$ cat src/wth_pkg.sv
// ----------------------------------------------------------------------------
// wth_pkg
// Shared types and constants of the weighted time histogram.
// ----------------------------------------------------------------------------
`default_nettype none
package wth_pkg;

  localparam int unsigned MAX_RECORDERS = 16;
  localparam int unsigned MAX_BINS      = 256;
  localparam int unsigned REC_W         = 4;
  localparam int unsigned BIN_W         = 8;
  localparam int unsigned ADDR_W        = $clog2(MAX_RECORDERS * MAX_BINS);
  localparam int unsigned DEPTH         = MAX_RECORDERS * MAX_BINS;

  typedef enum logic [1:0] {
    CFG_TIME_START = 2'd0,
    CFG_BIN_SCALE  = 2'd1,
    CFG_BINS_USED  = 2'd2,
    CFG_RECS_USED  = 2'd3
  } cfg_idx_e;

  typedef enum logic {
    REQ_ACC  = 1'b0,
    REQ_READ = 1'b1
  } req_e;

  typedef enum logic [1:0] {
    ST_DONE    = 2'd0,
    ST_DROPPED = 2'd1,
    ST_INVALID = 2'd2
  } status_e;

  typedef enum logic [1:0] {
    FS_IDLE,
    FS_MUL,
    FS_CLS
  } front_state_e;

  typedef enum logic [1:0] {
    BS_CLEAR,
    BS_IDLE,
    BS_READ,
    BS_UPDATE
  } back_state_e;

  typedef struct packed {
    logic [31:0]         time_start;
    logic [31:0]         bin_scale;
    logic [8:0]          bins_used;
    logic [4:0]          recs_used;
  } cfg_t;

  // Classified job handed from front to back.
  typedef struct packed {
    req_e                req;
    status_e             status;
    logic [BIN_W-1:0]    bin;
    logic [ADDR_W-1:0]   addr;
    logic [31:0]         weight;
    logic [63:0]         weight_sq;
    logic [63:0]         time_weight;
  } job_t;

  typedef struct packed {
    logic [31:0]         cnt;
    logic [63:0]         sw;
    logic [63:0]         sw2;
    logic [63:0]         stw;
  } sums_t;

  typedef struct packed {
    logic push;
    logic full;
    logic pop;
    logic empty;
  } q_ctl_t;

endpackage
`default_nettype wire

$ cat src/wth_queue.sv
// ----------------------------------------------------------------------------
// wth_queue
// Two-entry job queue between front and back.
// ----------------------------------------------------------------------------
`default_nettype none
module wth_queue (
  input  wire logic          clk_i,
  input  wire logic          rst_ni,
  input  wire logic          push_i,
  input  wire wth_pkg::job_t job_i,
  input  wire logic          pop_i,
  output wth_pkg::job_t      job_o,
  output wth_pkg::q_ctl_t    ctl_o
);

  wth_pkg::job_t mem_q [2];
  logic          wp_q, rp_q;
  logic [1:0]    cnt_q;

  assign job_o      = mem_q[rp_q];
  assign ctl_o.push = push_i;
  assign ctl_o.pop  = pop_i;
  assign ctl_o.full = (cnt_q == 2'd2);
  assign ctl_o.empty = (cnt_q == 2'd0);

  always_ff @(posedge clk_i or negedge rst_ni) begin
    if (!rst_ni) begin
      wp_q  <= 1'b0;
      rp_q  <= 1'b0;
      cnt_q <= '0;
    end else begin
      if (push_i) wp_q <= ~wp_q;
      if (pop_i)  rp_q <= ~rp_q;
      cnt_q <= cnt_q + 2'(push_i) - 2'(pop_i);
    end
  end

  always_ff @(posedge clk_i) begin
    if (push_i) mem_q[wp_q] <= job_i;
  end

endmodule
`default_nettype wire

$ cat config.mk
export PLATFORM = sky130hd
export DESIGN_NAME = wth_queue
export DESIGN_NICKNAME = d
export VERILOG_FILES = /design/src/wth_pkg.sv /design/src/wth_queue.sv
export SDC_FILE = /design/constraint.sdc
export NUM_CORES = 1
export LEC_CHECK = 0
export ABC_AREA = 0
export BUFFER_PORTS_ARGS = -buffer_cell sky130_fd_sc_hd__buf_2
export CORE_ASPECT_RATIO = 1.4
export CORE_UTILIZATION = 52
export CTS_CLUSTER_SIZE = 24
export DETAILED_ROUTE_END_ITERATION = 8
export MAX_ROUTING_LAYER = met4
export PLACE_DENSITY = 0.8
export SLEW_MARGIN = 15
export SYNTH_ARGS = -nofsm -noshare
export SYNTH_HDL_FRONTEND = slang
export SYNTH_SLANG_ARGS = --single-unit
$ cat constraint.sdc
create_clock -name clk_i -period 11.7 [get_ports clk_i]
set_input_delay 1.755 -clock clk_i [delete_from_list [all_inputs] [get_ports clk_i]]
set_output_delay 1.755 -clock clk_i [all_outputs]
set_load 0.02 [all_outputs]
==> impl_results.md <==
- Outcome: completed
- Initial antenna violation count: 6
- GRT Overall Usage: approximately a fifth
- CP max-delay cell: buf_4
- Post-CTS resize count: 0
- Die area: ~26,000 sq um
- Crit path cell chain: buf_4, mux2_2, buf_2
- Detailed Place HPWL: 17.36 mm
- Final Max Tran Viols: 0
- Sequential area share after synthesis: around 83%
- Fillers: 1,734
- First-pass DRT Iterations: 4
- Num CTS Buffers: 35
- Storage element area: 11,090 sq um
- Initial Util: 52.91%
- Lkg Pwr: 0.006294 uW
- WP data arrival: 2.80 ns
- Yosys reg bits: 370
- Crit Path Max Fanout: between 70 and 80
- Worst Skew: 0.01376 ns
- Worst-Margin Slew: just over 1 ns
- DRT iter0 DRCs: 316
- Multi-input gate area: 2160 sq um
- Area grow syn2layout: 24.30%
- Design area: 16,690 sq um
- Rel. slew slack: 32.57%
- Cell count after synthesis: 586
- Synthesized area: 13,430 sq um
- Cell variety after synth: 13
- Period utilization: between 30 and 40%
- Clock tree root buffer cell: clkbuf_16
- Final Critical Period: 4.551 ns
- Internal: 2876 uW
- Clk pwr share: roughly 25%
- DP Area: 15,580 sq um
- Final setup TNS: 0 ns
- Vias in the first global route: 7,036
- Die Wd: 137.8 um
- Net Count, Synth: approximately 780
- Die Y: 192.2 um
- Sw Share: a little under a third
- Seq pwr share: a little over two fifths
- H-tree depth: 2
- CP startpoint kind: flip-flop
- Layout cells sized above 1: 60.70%
- CTS clk-pin slew, worst paths: 0.06 ns
- Critical path type: flip-flop to output pin
- Top Ports: 374
- Fmax: ~220 MHz
- Sink Count: 370
- Post-synth top area cell: edfxtp_1
- NumNets Final: 1,169
- DRC: 0
- Reg2Reg Launch Point: wp_q
- Largest cells by area after synthesis: edfxtp_1 (82%), mux2_2 (15%), buf_4 (0.78%), dfrtp_1 (0.75%), buf_6 (0.50%)
- Global placement routability congestion: 0.7852
- Hold WC Path Type: flip-flop to flip-flop
- Hold Slack: roughly 0.57 ns
- First-pass GRT wire length: 37.18 mm
- CTS hold repair buffers: 0
- Max cap viols: 0
- Clock latency on the worst-skew pair: 0.51 ns
- RSZ-0062 raised after global routing: false
- CTS tree: done
- Crit path capture type: output pin
- Net load switching power: 1339 uW
- PwrDens: 252.5 nW/um^2
- Comb pwr share: 31.4%
- FP Rows: 69
- Clk buf depth: 3
- Synth top area share: slightly above 80%
- Overflow after GRT: 0
- Crit. Startpoint: rp_q
- Min-Delay Startpoint: wp_q
- Utilization after layout: 65.77%
- Vias per inst: 5.100
- Port Buf Inserts: roughly 370
- Final Hold Viols: 0
- Drt wl/cell: 19.82 um
- Final setup viols: 0
- Core Area: about 25,000 sq um
- Required @ worst endpoint: 9.95 ns
- Largest net degree at the start of global routing: around 150
- Antenna Nets Post-Route: 0
- CP peak stage delay: 0.81 ns
- Synthesized area per cell: about 23 sq um
- Syn. warnings: 0
- Via Count: about 7,000
- # Post-CTS Setup Buffers: 0
- Worst vdd ir: approximately 180 uV
- Routed WL: 26.48 mm
synthesized netlist by cell type:
cell,count
xor3_1,1
xor2_1,2
nor2b_1,2
buf_4,14
edfxtp_1,366
buf_6,6
mux2_2,183
dfrtp_1,4
inv_1,2
buf_2,2
nor2_1,1
ha_1,2
and2_1,1
critical path, delay by kind of cell, from the launching register on:
kind	cells	cell delay, ns
buffers and inverters	2	0.97
flip-flops	1	0.74
multiplexers	1	0.44
state kept, by name, summed over array words and instances (netlist names):
signal	flops
cnt_q	2
mem_q	366
rp_q	1
wp_q	1
worst paths after layout:
kind | endpoint | slack [ns] | cells past startpoint
min reg2reg | wp_q | 0.57 | 1
max | job_o[27] | 7.15 | 3
min in group asynchronous | rp_q | 1.03 | 1
max in group asynchronous | rp_q | 10.53 | 1
min | wp_q | 0.57 | 1
max reg2reg | mem_q[0][170] | 9.24 | 2
placed cells by master (no fill, tap or decap):
cell type / instances
clkbuf_16: 37
inv_6: 1
dfrtp_1: 3
nor2b_1: 1
clkinv_2: 6
buf_16: 1
diode_2: 12
edfxtp_1: 366
and2_4: 1
clkinv_1: 5
nor2b_4: 1
mux2_2: 183
inv_1: 2
ha_1: 2
nor2_1: 1
xor2_1: 2
dfrtp_4: 1
bufinv_16: 1
buf_12: 1
buf_2: 373
clkbuf_1: 12
xor3_1: 1
buf_4: 4
power groups by stage:
stage / combinational [uW] / clock, uW / sequential (uW)
floorplan: 963 / 0 / 1890
global placement: 1320 / 0 / 1860
detailed placement: 1330 / 0 / 1870
CTS: 1340 / 1080 / 1850
global route: 1410 / 1120 / 1860
finish: 1320 / 1050 / 1840
per-layer routing:
layer	global-route usage, %	vias to the layer above	share of wire, %
li1	-	3154	-
met1	19.93	3334	34
met2	35.49	258	56
met3	5.199	68	6.9
met4	9.699	0	3.5
met5	-	-	0
area by class of cell:
| class | instances | area share, % |
|---|---|---|
| inverter | 2 | 0.04497 |
| multi-input combinational | 192 | 12.94 |
| sequential | 370 | 66.46 |
| antenna | 12 | 0.1799 |
| timing repair buffer | 379 | 11.65 |
| clock buffer | 49 | 5.816 |
| clock inverter | 13 | 0.5247 |
| tap | 319 | 2.391 |
per-stage QoR:
step                worst slack, ns  total power (uW)  cells
detailed placement            7.668              3200   1261
global route                  6.970              4392   1330
CTS                           7.108              4259   1323
finish                        7.149              4215   1336
global placement              7.674              3176   1261
floorplan                     1.297              2853    586
cell families after synthesis:
group,after synthesis,share of synthesized area [%]
adders and majority gates,2,0.1863
DFF,370,82.58
buffers and inverters,24,1.416
muxes,183,15.34
xor gates and xnor gates,3,0.3074
and+or+nand+nor,4,0.1677
Power figures use the tool's default switching activity.
